File: src/sv/acpu_pkg.sv
// ----------------------------------------------------------------------------
// acpu_pkg: shared types and constants for the 8-bit accumulator CPU
// Holds command and opcode encodings, the sequencer state type and the
// command/status structs between controller and datapath.
// ----------------------------------------------------------------------------
package acpu_pkg;

  localparam int unsigned MEM_BYTES = 256;
  localparam int unsigned AW        = $clog2(MEM_BYTES);

  // Item commands
  localparam logic [1:0] CMD_WRITE = 2'd0;
  localparam logic [1:0] CMD_READ  = 2'd1;
  localparam logic [1:0] CMD_EXEC  = 2'd2;

  // Operations, opcode bits 7:4 (8 and up halt)
  localparam logic [3:0] OP_MOV = 4'd0;
  localparam logic [3:0] OP_ADD = 4'd1;
  localparam logic [3:0] OP_SUB = 4'd2;
  localparam logic [3:0] OP_BRA = 4'd3;
  localparam logic [3:0] OP_CMP = 4'd4;
  localparam logic [3:0] OP_BEQ = 4'd5;
  localparam logic [3:0] OP_BNE = 4'd6;
  localparam logic [3:0] OP_EXG = 4'd7;

  // Addressing modes, opcode bits 1:0
  localparam logic [1:0] MODE_DIRECT = 2'd0;
  localparam logic [1:0] MODE_IMM    = 2'd1;
  localparam logic [1:0] MODE_INDEX  = 2'd2;
  localparam logic [1:0] MODE_PCREL  = 2'd3;

  typedef enum logic [2:0] {
    S_IDLE,
    S_WRITE,
    S_READ,
    S_FETCH_IR,
    S_FETCH_OPND,
    S_DECODE,
    S_EXEC,
    S_DONE
  } state_e;

  typedef enum logic [2:0] {
    MEM_IDLE,
    MEM_RD_ADDR,
    MEM_WR_ADDR,
    MEM_RD_PC,
    MEM_RD_PC1,
    MEM_RD_EA,
    MEM_WR_EA
  } mem_op_e;

  typedef struct packed {
    logic    in_load;
    mem_op_e mem_op;
    logic    ir_load;
    logic    decode;
    logic    exec;
    logic    out_load;
  } ctrl_t;

  typedef struct packed {
    logic stopped;
  } stat_t;

endpackage

File: src/sv/acpu_if.sv
// ----------------------------------------------------------------------------
// acpu_if: valid/ready channels of the accumulator CPU
// acpu_in_if carries item commands, acpu_out_if carries register snapshots.
// ----------------------------------------------------------------------------
interface acpu_in_if;
  logic       valid;
  logic       ready;
  logic [1:0] cmd;
  logic [7:0] addr;
  logic [7:0] wdata;

  modport source (output valid, output cmd, output addr, output wdata, input ready);
  modport sink   (input valid, input cmd, input addr, input wdata, output ready);
endinterface

interface acpu_out_if;
  logic       valid;
  logic       ready;
  logic [7:0] rdata;
  logic [7:0] pc_value;
  logic [7:0] d0_value;
  logic [7:0] a0_value;
  logic       zero_flag;
  logic       halted;

  modport source (output valid, output rdata, output pc_value, output d0_value,
                  output a0_value, output zero_flag, output halted, input ready);
  modport sink   (input valid, input rdata, input pc_value, input d0_value,
                  input a0_value, input zero_flag, input halted, output ready);
endinterface

File: src/sv/acpu_ctrl.sv
// ----------------------------------------------------------------------------
// acpu_ctrl: sequencer of the accumulator CPU
// Steps each item through memory access, fetch, decode and execute, and
// owns the result valid flag.
// ----------------------------------------------------------------------------
module acpu_ctrl import acpu_pkg::*; (
  input  logic       clk_i,
  input  logic       rst_ni,
  input  logic       in_valid_i,
  input  logic [1:0] in_cmd_i,
  output logic       in_ready_o,
  output logic       out_valid_o,
  input  logic       out_ready_i,
  input  stat_t      stat_i,
  output ctrl_t      ctrl_o
);

  state_e state_q, state_d;
  logic   out_valid_q, out_valid_d;
  logic   slot_free;

  assign slot_free = !out_valid_q || out_ready_i;

  always_ff @(posedge clk_i or negedge rst_ni) begin
    if (!rst_ni) begin
      state_q     <= S_IDLE;
      out_valid_q <= 1'b0;
    end else begin
      state_q     <= state_d;
      out_valid_q <= out_valid_d;
    end
  end

  // next state
  always_comb begin
    state_d = state_q;
    unique case (state_q)
      S_IDLE: begin
        if (in_valid_i) begin
          if (in_cmd_i == CMD_WRITE) begin
            state_d = S_WRITE;
          end else if (in_cmd_i == CMD_READ) begin
            state_d = S_READ;
          end else if (in_cmd_i == CMD_EXEC && !stat_i.stopped) begin
            state_d = S_FETCH_IR;
          end else begin
            state_d = S_DONE;
          end
        end
      end
      S_WRITE:      state_d = S_DONE;
      S_READ:       state_d = S_DONE;
      S_FETCH_IR:   state_d = S_FETCH_OPND;
      S_FETCH_OPND: state_d = S_DECODE;
      S_DECODE:     state_d = S_EXEC;
      S_EXEC:       state_d = S_DONE;
      S_DONE: begin
        if (slot_free) begin
          state_d = S_IDLE;
        end
      end
      default:      state_d = S_IDLE;
    endcase
  end

  // outputs
  always_comb begin
    ctrl_o        = '0;
    ctrl_o.mem_op = MEM_IDLE;
    in_ready_o    = 1'b0;
    out_valid_d   = out_valid_q && !out_ready_i;
    unique case (state_q)
      S_IDLE: begin
        in_ready_o     = 1'b1;
        ctrl_o.in_load = in_valid_i;
      end
      S_WRITE:      ctrl_o.mem_op = MEM_WR_ADDR;
      S_READ:       ctrl_o.mem_op = MEM_RD_ADDR;
      S_FETCH_IR:   ctrl_o.mem_op = MEM_RD_PC;
      S_FETCH_OPND: begin
        ctrl_o.mem_op  = MEM_RD_PC1;
        ctrl_o.ir_load = 1'b1;
      end
      S_DECODE: begin
        ctrl_o.mem_op = MEM_RD_EA;
        ctrl_o.decode = 1'b1;
      end
      S_EXEC: begin
        ctrl_o.mem_op = MEM_WR_EA;
        ctrl_o.exec   = 1'b1;
      end
      S_DONE: begin
        if (slot_free) begin
          ctrl_o.out_load = 1'b1;
          out_valid_d     = 1'b1;
        end
      end
      default: ;
    endcase
  end

  assign out_valid_o = out_valid_q;

endmodule

File: src/sv/acpu_dpath.sv
// ----------------------------------------------------------------------------
// acpu_dpath: datapath of the accumulator CPU
// Single-port 256-byte memory with registered read, the CPU registers,
// instruction decode and execute, and the result register.
// ----------------------------------------------------------------------------
module acpu_dpath import acpu_pkg::*; (
  input  logic       clk_i,
  input  logic       rst_ni,
  input  ctrl_t      ctrl_i,
  output stat_t      stat_o,
  input  logic [1:0] cmd_i,
  input  logic [7:0] addr_i,
  input  logic [7:0] wdata_i,
  output logic [7:0] rdata_o,
  output logic [7:0] pc_value_o,
  output logic [7:0] d0_value_o,
  output logic [7:0] a0_value_o,
  output logic       zero_flag_o,
  output logic       halted_o
);

  logic [7:0] mem [MEM_BYTES];
  logic [7:0] mem_q;

  logic [1:0] cmd_q;
  logic [7:0] addr_q, wdata_q;
  logic [7:0] ir_q, opnd_q, opnd_d, ea_q, ea_d;
  logic [7:0] pc_q, pc_d, d0_q, d0_d, a0_q, a0_d;
  logic       z_q, z_d, stop_q, stop_d;

  logic [7:0] rdata_q, pcv_q, d0v_q, a0v_q;
  logic       zv_q, hv_q;

  logic [3:0] op;
  logic       dir;
  logic [1:0] mode;
  logic [7:0] pc_next, src, res, target;
  logic       exec_we;
  logic [7:0] exec_wv;

  logic       mem_we, mem_re;
  logic [7:0] mem_addr, mem_wv;

  assign op   = ir_q[7:4];
  assign dir  = ir_q[2];
  assign mode = ir_q[1:0];

  // decode: mem_q holds the operand byte here
  assign pc_next = pc_q + 8'd2;
  assign opnd_d  = mem_q;
  always_comb begin
    unique case (mode)
      MODE_INDEX: ea_d = a0_q + mem_q;
      MODE_PCREL: ea_d = pc_next + mem_q;
      default:    ea_d = mem_q;
    endcase
  end

  // execute: mem_q holds the byte at ea_q here
  assign src    = (mode == MODE_IMM) ? opnd_q : mem_q;
  assign target = (mode == MODE_IMM) ? opnd_q : pc_q + opnd_q;

  always_comb begin
    pc_d    = pc_q;
    d0_d    = d0_q;
    a0_d    = a0_q;
    z_d     = z_q;
    stop_d  = stop_q;
    exec_we = 1'b0;
    exec_wv = d0_q;
    res     = '0;
    if (ctrl_i.decode) begin
      pc_d = pc_next;
    end else if (ctrl_i.exec) begin
      unique case (op)
        OP_MOV: begin
          if (dir) begin
            d0_d = src;
          end else if (mode != MODE_IMM) begin
            exec_we = 1'b1;
          end
        end
        OP_ADD, OP_SUB: begin
          if (dir) begin
            res  = (op == OP_ADD) ? d0_q + src : d0_q - src;
            d0_d = res;
            if (res == '0) z_d = 1'b1;
          end else if (mode != MODE_IMM) begin
            res     = (op == OP_ADD) ? mem_q + d0_q : d0_q - mem_q;
            exec_we = 1'b1;
            exec_wv = res;
            if (res == '0) z_d = 1'b1;
          end
        end
        OP_BRA: pc_d = target;
        OP_CMP: begin
          if (dir) begin
            res = d0_q - src;
            z_d = (res == '0);
          end
        end
        OP_BEQ: if (z_q)  pc_d = target;
        OP_BNE: if (!z_q) pc_d = target;
        OP_EXG: begin
          d0_d = a0_q;
          a0_d = d0_q;
        end
        default: stop_d = 1'b1;
      endcase
    end
  end

  // memory port select
  always_comb begin
    mem_we   = 1'b0;
    mem_re   = 1'b0;
    mem_addr = addr_q;
    mem_wv   = wdata_q;
    unique case (ctrl_i.mem_op)
      MEM_IDLE:    ;
      MEM_RD_ADDR: mem_re = 1'b1;
      MEM_WR_ADDR: mem_we = 1'b1;
      MEM_RD_PC: begin
        mem_re   = 1'b1;
        mem_addr = pc_q;
      end
      MEM_RD_PC1: begin
        mem_re   = 1'b1;
        mem_addr = pc_q + 8'd1;
      end
      MEM_RD_EA: begin
        mem_re   = 1'b1;
        mem_addr = ea_d;
      end
      MEM_WR_EA: begin
        mem_we   = exec_we;
        mem_addr = ea_q;
        mem_wv   = exec_wv;
      end
      default: ;
    endcase
  end

  always_ff @(posedge clk_i) begin
    if (mem_we) begin
      mem[mem_addr[AW-1:0]] <= mem_wv;
    end
    if (mem_re) begin
      mem_q <= mem[mem_addr[AW-1:0]];
    end
  end

  // item, instruction and result payload
  always_ff @(posedge clk_i) begin
    if (ctrl_i.in_load) begin
      cmd_q   <= cmd_i;
      addr_q  <= addr_i;
      wdata_q <= wdata_i;
    end
    if (ctrl_i.ir_load) begin
      ir_q <= mem_q;
    end
    if (ctrl_i.decode) begin
      opnd_q <= opnd_d;
      ea_q   <= ea_d;
    end
    if (ctrl_i.out_load) begin
      rdata_q <= (cmd_q == CMD_READ) ? mem_q : 8'd0;
      pcv_q   <= pc_q;
      d0v_q   <= d0_q;
      a0v_q   <= a0_q;
      zv_q    <= z_q;
      hv_q    <= stop_q;
    end
  end

  // architectural registers
  always_ff @(posedge clk_i or negedge rst_ni) begin
    if (!rst_ni) begin
      pc_q   <= '0;
      d0_q   <= '0;
      a0_q   <= '0;
      z_q    <= 1'b0;
      stop_q <= 1'b0;
    end else begin
      pc_q   <= pc_d;
      d0_q   <= d0_d;
      a0_q   <= a0_d;
      z_q    <= z_d;
      stop_q <= stop_d;
    end
  end

  assign stat_o.stopped = stop_q;
  assign rdata_o        = rdata_q;
  assign pc_value_o     = pcv_q;
  assign d0_value_o     = d0v_q;
  assign a0_value_o     = a0v_q;
  assign zero_flag_o    = zv_q;
  assign halted_o       = hv_q;

endmodule

File: src/sv/accumulator_cpu_8bit_step_core.sv
// Path: write and read pass their access state, execute passes fetch, decode
// and execute, halted or unused commands go to done; the output register adds
// no stall while it drains. Throughput: one item at a time; the next is taken
// in the cycle after the result loads, the single memory port serving opcode,
// operand and data in turn. Reset: asynchronous active low; pc, d0, a0, flags
// and valids clear; memory keeps its contents and is undefined until written.
// ----------------------------------------------------------------------------
// accumulator_cpu_8bit_step_core: tiny 8-bit accumulator CPU with 256 bytes
// Each input transfer writes a memory byte, reads one, or steps one
// instruction; each produces one output transfer with the register state.
// ----------------------------------------------------------------------------
module accumulator_cpu_8bit_step_core import acpu_pkg::*; (
  input logic         clk_i,
  input logic         rst_ni,
  acpu_in_if.sink     in_i,
  acpu_out_if.source  out_o
);

  ctrl_t ctrl;
  stat_t stat;

  // Sequencer: takes a transfer only when idle, walks the memory port
  // through its accesses and loads the result once the output slot is free.
  acpu_ctrl u_ctrl (
    .clk_i       (clk_i),
    .rst_ni      (rst_ni),
    .in_valid_i  (in_i.valid),
    .in_cmd_i    (in_i.cmd),
    .in_ready_o  (in_i.ready),
    .out_valid_o (out_o.valid),
    .out_ready_i (out_o.ready),
    .stat_i      (stat),
    .ctrl_o      (ctrl)
  );

  // Datapath: memory, registers, decode/execute and the result register.
  acpu_dpath u_dpath (
    .clk_i       (clk_i),
    .rst_ni      (rst_ni),
    .ctrl_i      (ctrl),
    .stat_o      (stat),
    .cmd_i       (in_i.cmd),
    .addr_i      (in_i.addr),
    .wdata_i     (in_i.wdata),
    .rdata_o     (out_o.rdata),
    .pc_value_o  (out_o.pc_value),
    .d0_value_o  (out_o.d0_value),
    .a0_value_o  (out_o.a0_value),
    .zero_flag_o (out_o.zero_flag),
    .halted_o    (out_o.halted)
  );

endmodule

File: src/flat_wrapper.sv
// flat-port wrapper written by rule: the top's interface ports become plain ports
module accumulator_cpu_8bit_step_core_flat import acpu_pkg::*;
  (clk_i, rst_ni, in_i_valid, in_i_cmd, in_i_addr, in_i_wdata, in_i_ready, out_o_valid, out_o_rdata, out_o_pc_value, out_o_d0_value, out_o_a0_value, out_o_zero_flag, out_o_halted, out_o_ready);
  acpu_in_if in_i_i ();
  acpu_out_if out_o_i ();
  input logic clk_i;
  input logic rst_ni;
  input wire logic [$bits(in_i_i.valid)-1:0] in_i_valid;
  input wire logic [$bits(in_i_i.cmd)-1:0] in_i_cmd;
  input wire logic [$bits(in_i_i.addr)-1:0] in_i_addr;
  input wire logic [$bits(in_i_i.wdata)-1:0] in_i_wdata;
  output wire logic [$bits(in_i_i.ready)-1:0] in_i_ready;
  output wire logic [$bits(out_o_i.valid)-1:0] out_o_valid;
  output wire logic [$bits(out_o_i.rdata)-1:0] out_o_rdata;
  output wire logic [$bits(out_o_i.pc_value)-1:0] out_o_pc_value;
  output wire logic [$bits(out_o_i.d0_value)-1:0] out_o_d0_value;
  output wire logic [$bits(out_o_i.a0_value)-1:0] out_o_a0_value;
  output wire logic [$bits(out_o_i.zero_flag)-1:0] out_o_zero_flag;
  output wire logic [$bits(out_o_i.halted)-1:0] out_o_halted;
  input wire logic [$bits(out_o_i.ready)-1:0] out_o_ready;
  assign in_i_i.valid = in_i_valid;
  assign in_i_i.cmd = in_i_cmd;
  assign in_i_i.addr = in_i_addr;
  assign in_i_i.wdata = in_i_wdata;
  assign in_i_ready = in_i_i.ready;
  assign out_o_valid = out_o_i.valid;
  assign out_o_rdata = out_o_i.rdata;
  assign out_o_pc_value = out_o_i.pc_value;
  assign out_o_d0_value = out_o_i.d0_value;
  assign out_o_a0_value = out_o_i.a0_value;
  assign out_o_zero_flag = out_o_i.zero_flag;
  assign out_o_halted = out_o_i.halted;
  assign out_o_i.ready = out_o_ready;
  accumulator_cpu_8bit_step_core u_core (.clk_i(clk_i), .rst_ni(rst_ni), .in_i(in_i_i), .out_o(out_o_i));
endmodule
File: config.mk
export PLATFORM = sky130hd
export DESIGN_NAME = accumulator_cpu_8bit_step_core_flat
export DESIGN_NICKNAME = d
export VERILOG_FILES = /design/src/sv/acpu_pkg.sv /design/src/sv/acpu_if.sv /design/src/sv/acpu_ctrl.sv /design/src/sv/acpu_dpath.sv /design/src/sv/accumulator_cpu_8bit_step_core.sv /design/src/flat_wrapper.sv
export SDC_FILE = /design/constraint.sdc
export NUM_CORES = 2
export LEC_CHECK = 0
export BUFFER_PORTS_ARGS = -buffer_cell sky130_fd_sc_hd__buf_2
export CORE_MARGIN = 3
export CORE_UTILIZATION = 30
export DETAILED_ROUTE_END_ITERATION = 6
export PLACE_DENSITY = 0.46
export SLEW_MARGIN = 20
export SYNTH_ARGS = -nofsm -noshare
export SYNTH_HDL_FRONTEND = slang
export SYNTH_SLANG_ARGS = --single-unit
File: constraint.sdc
create_clock -name clk_i -period 36.1 [get_ports clk_i]
set_input_delay 0 -clock clk_i [delete_from_list [all_inputs] [get_ports clk_i]]
set_output_delay 0 -clock clk_i [all_outputs]
set_load 0.05 [all_outputs]
# Word level (Yosys, flattened, before mapping)
# Memories as Yosys holds them, arrays and structs flattened. A register that Yosys moved wholly into a read port is not among the register bits.
# Cells that the tools add are included.
# word_totals
mem_count	1
ff_bits	106
ramBits	2048
in_bits	22
output_inout_bits	36
wordCells	146
# mem_list
name	words	word_bits	read_ports	rd_ports_with_merged_regs	wr	line	source
u_core.u_dpath.mem	256	8	1	1	1	acpu_dpath.sv:22	logic [7:0] mem [MEM_BYTES];
# op_classes
reduce_logical	27
n_addsub	9
n_mux	51
bitwise	2
eq_ne	37
# ops
operator	n
$mux 8	16
$pmux 8 s3	2
$add 8x8->8	5
$pmux 3 s6	2
$pmux 8 s4	1
$logic_not 8->1	3
$mux 1	22
$eq 3x3->1 const B	7
$eq 4x3->1 const B	4
$pmux 8 s2	1
$sub 8x8->8	2
$mux 3	5
$eq 3x2->1 const B	4
$ne 2x2->1 const B	5
$ne 3x3->1 const B	3
$add 8x1->8 const B	1
$add 8x2->8 const B	1
$eq 4x2->1 const B	2
$reduce_or 8->1	1
$reduce_and 7->1	1
$eq 2x1->1 const B	3
$eq 2x2->1 const B	3
$eq 3x1->1 const B	2
$ne 3x2->1 const B	2
other kinds (20)	28

# Depth between registers and ports, before layout
# depth
word_depth	9
depth_mapped	20
mapped_depth_nobuf	16

# Cells and area by module
# Synthesis repeated with hierarchy kept, for this count alone.
# unflattened
hier_cells	6875
hier_area_um2	89479.6
# by_module_without_submodules
mod	n_inst	cells_per_inst	seq_area_each_um2	area_per_inst_um2
acpu_dpath	1	6841	64642.0	89186.8
acpu_ctrl	1	34	100.1	292.8

# Worst setup path after synthesis
# OpenSTA, ideal clock, no wires.
# synth_timing
path_kind	register -> register
startpoint	register u_core.u_dpath.ir_q[6]
endpoint	memory u_core.u_dpath.mem[0][7], data pin
setup_slack_ps	21182
period_less_slack_ps	14918
t_required_ps	33913
arrival_time_ps	12731
path_stages_with_launch	14
path_buffers	1
setup_ps	2187
path_cell_list	edfxtp_1 nand2b_1 or3_1 clkbuf_1 o21ai_0 ha_1 a21o_1 a21oi_1 nor2b_1 o21a_1 o41ai_1 xnor2_1 mux2i_1 o21ai_0
# synth_via
elab_chain_cells	8
elab_cells_between_ends	10
cone_classes	eq/ne: 2; mux: 7; reduce/logical: 1
# synth_lines
item	line	source
from (decl)	acpu_dpath.sv:27	logic [7:0] ir_q, opnd_q, opnd_d, ea_q, ea_d;
from (signal assigned)	acpu_dpath.sv:161	ir_q <= mem_q;
$eq 4x1->1	acpu_dpath.sv:75, acpu_dpath.sv:89	
$mux 8	acpu_dpath.sv:89	res = (op == OP_ADD) ? mem_q + d0_q : d0_q - mem_q;
$mux 8	acpu_dpath.sv:88	end else if (mode != MODE_IMM) begin
$mux 8	acpu_dpath.sv:84	if (dir) begin
$mux 8 (*)	acpu_dpath.sv:75	unique case (op)
$mux 8 (*)	acpu_dpath.sv:74	end else if (ctrl_i.exec) begin
$mux 8 (*)	acpu_dpath.sv:72	if (ctrl_i.decode) begin
$mux 8 (*)	acpu_dpath.sv:119	unique case (ctrl_i.mem_op)
via u_core.u_dpath.mem_wv[7]	acpu_dpath.sv:42	logic [7:0] mem_addr, mem_wv;
to (decl)	acpu_dpath.sv:22	
# Mark *: on every way through the listed nets, which the timed path passes. The rest lies on a longest branch.

# Worst setup path after layout
# layout_timing
startpoint	register u_core.u_dpath.ir_q[1]
endpoint	register u_core.u_dpath.mem_q[0], read port of u_core.u_dpath.mem, data pin
# layout_via
elab_chain_cells	3
elab_cells_between_ends	4
cone_classes	eq/ne: 2; mux: 2
# layout_lines
item	line	source
$eq 2x2->1	acpu_dpath.sv:52	unique case (mode)
$pmux 8 s2 (*)	acpu_dpath.sv:52	
via u_core.u_dpath.ea_d[0]	acpu_dpath.sv:27	
$pmux 8 s4 (*)	acpu_dpath.sv:119	
to (decl)	acpu_dpath.sv:23	logic [7:0] mem_q;
# Marks and branches as above.
# A chain may end at the register's enable or synchronous reset.

==> results_tabular.tex <==
\begin{tabular}{lr}
\hline
Metric & Value \\
\hline
\multicolumn{2}{l}{\textbf{Place}} \\
Count of port buffers added during placement & between 50 and 60 \\
Sum of net half-perimeters after detailed placement & 152000 um \\
GPL Wtd Cong & roughly 0.8 \\
\multicolumn{2}{l}{\textbf{Cells and area}} \\
Nets & 4628 \\
Flip-flop count of the largest register after layout & just over 2000 \\
Most common cell after layout, fill and taps aside & sky130\_fd\_sc\_hd\_\_edfxtp\_1 \\
Area delta synth->final & 14.6\% \\
Leading cell types in the layout, fill and taps excluded & 2131 x sky130\_fd\_sc\_hd\_\_edfxtp\_1, 502 x sky130\_fd\_sc\_hd\_\_mux4\_2, 323 x sky130\_fd\_sc\_hd\_\_nor2\_1 \\
Layout cells sized above 1 & around 22\% \\
\multicolumn{2}{l}{\textbf{Routing}} \\
Average wire per cell in the routed design & roughly 30 um \\
Detailed-route DRC error count & 0 \\
Antenna-violating nets left & 0 \\
Mean number of vias per cell & 5.14 \\
Detailed-route via count & roughly 44000 \\
DRT Wirelength & 254000 um \\
Initial DRC count & 4339 \\
Count of TritonRoute iterations in the first routing pass & 7 \\
\multicolumn{2}{l}{\textbf{Timing}} \\
Final critical-path share of the clock period & 23.0\% \\
Max transition margin & slightly below 20\% \\
Setup repair after global routing missed its margin & false \\
Worst Max-Slew Pin Slew & 1.21 ns \\
Final worst clock skew & between 0.05 and 0.06 ns \\
Fin Setup TNS & 0 ns \\
Final count of hold timing violations & 0 \\
Timing-limited maximum frequency & $\sim$120 MHz \\
Number of max-slew violations in the final report & 0 \\
Endpoints failing setup & 0 \\
Post-layout min period & roughly 8.3 ns \\
\multicolumn{2}{l}{\textbf{CTS}} \\
Clock-pin slew on the worst setup and hold paths & $\sim$0.060 ns \\
TritonCTS Sinks & around 2200 \\
Cell chosen for the clock root & sky130\_fd\_sc\_hd\_\_clkbuf\_16 \\
Maximum count of clock buffers along a single path & 3 \\
Max H-tree Level & 4 \\
Post-cts repair resize count & 0 \\
Clock tree from TritonCTS & built \\
Number of clock buffers inserted by TritonCTS & 229 \\
Worst-Skew Late Latency & just under 0.9 ns \\
\multicolumn{2}{l}{\textbf{Run status}} \\
Result of the run & complete, no violations \\
\multicolumn{2}{l}{\textbf{Die}} \\
Die span in y & 542 um \\
Die area & 294000 um\^{}2 \\
Starting utilization of the core area & between 30\% and 40\% \\
I/O pins & 58 \\
Core area & around 290000 um\^{}2 \\
Number of standard-cell rows in the floorplan & roughly 200 \\
Die span in x & $\sim$540 um \\
\multicolumn{2}{l}{\textbf{Yosys}} \\
Synthesized area per cell & $\sim$20 um\^{}2 \\
Syn Nets & about 4400 \\
Proportion of synthesized chip area in sequential cells & between 70\% and 80\% \\
EDFF count, synth & around 2100 \\
Mapped Area & about 86000 um\^{}2 \\
Top\_reg\_cell synth & sky130\_fd\_sc\_hd\_\_edfxtp\_1 \\
Library cells used by synthesis & 85 \\
FFs w/ async S/R, synth & 1.39\% \\
Synthesized netlist cell count & $\sim$4400 \\
Number of warnings printed during yosys synthesis & 0 \\
Flop and latch count out of synthesis & between 2000 and 2500 \\
\multicolumn{2}{l}{\textbf{Setup path}} \\
Category of the worst setup path launch point & register \\
Reg-to-reg endpoint & u\_core.u\_dpath.mem\_q[0]\$\_DFFE\_PP\_ \\
Most used cell, CP & sky130\_fd\_sc\_hd\_\_buf\_4 \\
Setup slack on the worst flop-to-flop path & 27.79 ns \\
Worst reg2reg path depth & 16 \\
Data arrival time of the worst path & 8.88 ns \\
Origin of the critical flop-to-flop path & u\_core.u\_dpath.ir\_q[1]\$\_DFFE\_PP\_ \\
Launching element of the worst setup path & u\_core.u\_dpath.ir\_q[1]\$\_DFFE\_PP\_ \\
Library cell contributing the largest single delay on the critical path & sky130\_fd\_sc\_hd\_\_edfxtp\_1 \\
Worst setup path end & u\_core.u\_dpath.mem\_q[0]\$\_DFFE\_PP\_ \\
Chain of cells forming the critical path & nand2\_1 > mux2\_2 > ha\_1 > mux2\_4 > nor2\_1 > or3\_4 > buf\_4 > buf\_4 > buf\_4 > buf\_4 > mux4\_2 > a22o\_1 > o21ai\_0 > nand3\_1 > nor3\_1 > o311ai\_1 \\
Worst-path fanout max & 38 \\
Critical setup path kind & reg2reg \\
Max incr delay on CP & roughly 0.79 ns \\
Data required time of the worst path & about 37 ns \\
Critical path capture point type & register \\
\multicolumn{2}{l}{\textbf{GRT}} \\
Sum of overflow across all layers after global routing & 0 \\
Antenna violations before repair & 10 \\
Aggregate global-route resource usage & about 17\% \\
Largest net degree at the start of global routing & roughly 210 \\
Number of global-route vias before repair & 44900 \\
Global-route wire length before repair & 357000 um \\
\multicolumn{2}{l}{\textbf{Job}} \\
Maximum Capacitance Violations & 0 \\
\multicolumn{2}{l}{\textbf{Hold path}} \\
Path type of the worst min-delay path & in2reg \\
\hline
\end{tabular}
layout make-up:
type                    instances  area (um^2)
well taps                    3762         4710
clock inverters               124         1150
repair buffers                220         1810
inverters                      31          116
clock buffers                 288         5990
flip-flops and latches       2161        64700
fillers                     26800       187000
diodes                          1         2.50
multi-input cells            1915        20200
synth_stat cells (14+ instances only):
cell,count,share of area [%]
sky130_fd_sc_hd__a22oi_1,74,0.64
sky130_fd_sc_hd__o21ai_0,46,0.27
sky130_fd_sc_hd__mux4_2,502,13
sky130_fd_sc_hd__mux2_2,14,0.18
sky130_fd_sc_hd__mux2i_1,102,1.2
sky130_fd_sc_hd__buf_2,74,0.43
sky130_fd_sc_hd__xnor2_1,27,0.27
sky130_fd_sc_hd__o22ai_1,48,0.35
sky130_fd_sc_hd__nand2_1,230,1.0
sky130_fd_sc_hd__a22o_1,14,0.14
sky130_fd_sc_hd__edfxtp_1,2131,74
sky130_fd_sc_hd__ha_1,43,0.62
sky130_fd_sc_hd__a31oi_1,17,0.12
sky130_fd_sc_hd__a21oi_1,118,0.69
sky130_fd_sc_hd__buf_4,24,0.21
sky130_fd_sc_hd__nor2_1,334,1.5
sky130_fd_sc_hd__nor2b_1,14,0.10
sky130_fd_sc_hd__xor2_1,17,0.17
sky130_fd_sc_hd__clkbuf_1,102,0.44
sky130_fd_sc_hd__inv_1,31,0.14
sky130_fd_sc_hd__buf_6,32,0.42
sky130_fd_sc_hd__a21o_1,21,0.18
sky130_fd_sc_hd__dfrtp_1,30,0.87
sky130_fd_sc_hd__buf_1,18,0.078
sky130_fd_sc_hd__nor3_1,25,0.15
sky130_fd_sc_hd__nand3_1,42,0.24
logic make-up (layout without fill, tap and decap cells):
logic type / count (synthesis) / after routing / share of synthesized area [%]
DFF: 2161 / 2161 / 75.2
xor gates and xnor gates: 44 / 44 / 0.447
muxes: 620 / 620 / 14.5
and+or+nand+nor: 728 / 728 / 3.63
other: 0 / 1 / 0
AOI/OAI and AO/OA: 473 / 473 / 3.73
adders and majority gates: 50 / 50 / 0.764
buffers and inverters: 283 / 663 / 1.74
metal layers:
metal	global-route usage [%]	wire [um]
met4	4.43	6360
met3	3.02	14400
met1	24.0	113000
met2	27.3	120000
met5	0	0
critical path, delay by kind of cell, from the launching register on:
kind                     cells  cell delay (ns)
AND/OR/NAND/NOR              5             1.81
flip-flops                   1             0.79
adder cells (fa/ha/maj)      1             0.27
multiplexers                 3             1.20
buffers and inverters        4             2.73
AO/OA/AOI/OAI                3             1.10
metrics by stage:
stage	instances	hold slack (ns)	setup slack (ns)	cell area, um^2	utilization, %
floorplan	4359	-0.296	21.18	86100	-
global placement	8038	0.125	27.16	91000	31.9
detailed placement	8041	0.114	27.56	91000	31.9
CTS	8498	0.0125	27.54	98600	34.6
global route	8501	0.0517	27.17	98700	34.6
finish	8502	0.101	27.79	98700	34.6
worst min path at each step:
stage | startpoint | to | slack (ns) | cells past startpoint
after detailed placement | rst_ni | u_core.u_dpath.a0_q[7]$_DFFE_PN0P_ | 0.11 | 1
after floorplan | rst_ni | u_core.u_ctrl.out_valid_o$_DFF_PN0_ | -0.30 | 0
after CTS | in_i_cmd[0] | u_core.u_ctrl.state_q[2]$_DFFE_PN0P_ | 0.01 | 4
after global routing | in_i_cmd[0] | u_core.u_ctrl.state_q[2]$_DFFE_PN0P_ | 0.05 | 4
after global placement | rst_ni | u_core.u_dpath.a0_q[5]$_DFFE_PN0P_ | 0.13 | 1
final | in_i_cmd[0] | u_core.u_ctrl.state_q[2]$_DFFE_PN0P_ | 0.10 | 4
repair_timing:
item,CTS,global route
hold endpoints to repair,70,0
setup buffers,0,0
hold buffers,45,0
Power is left out: the tool's default activity adds up to more than one toggle a clock period on the data nets, which glitch-free logic cannot reach.
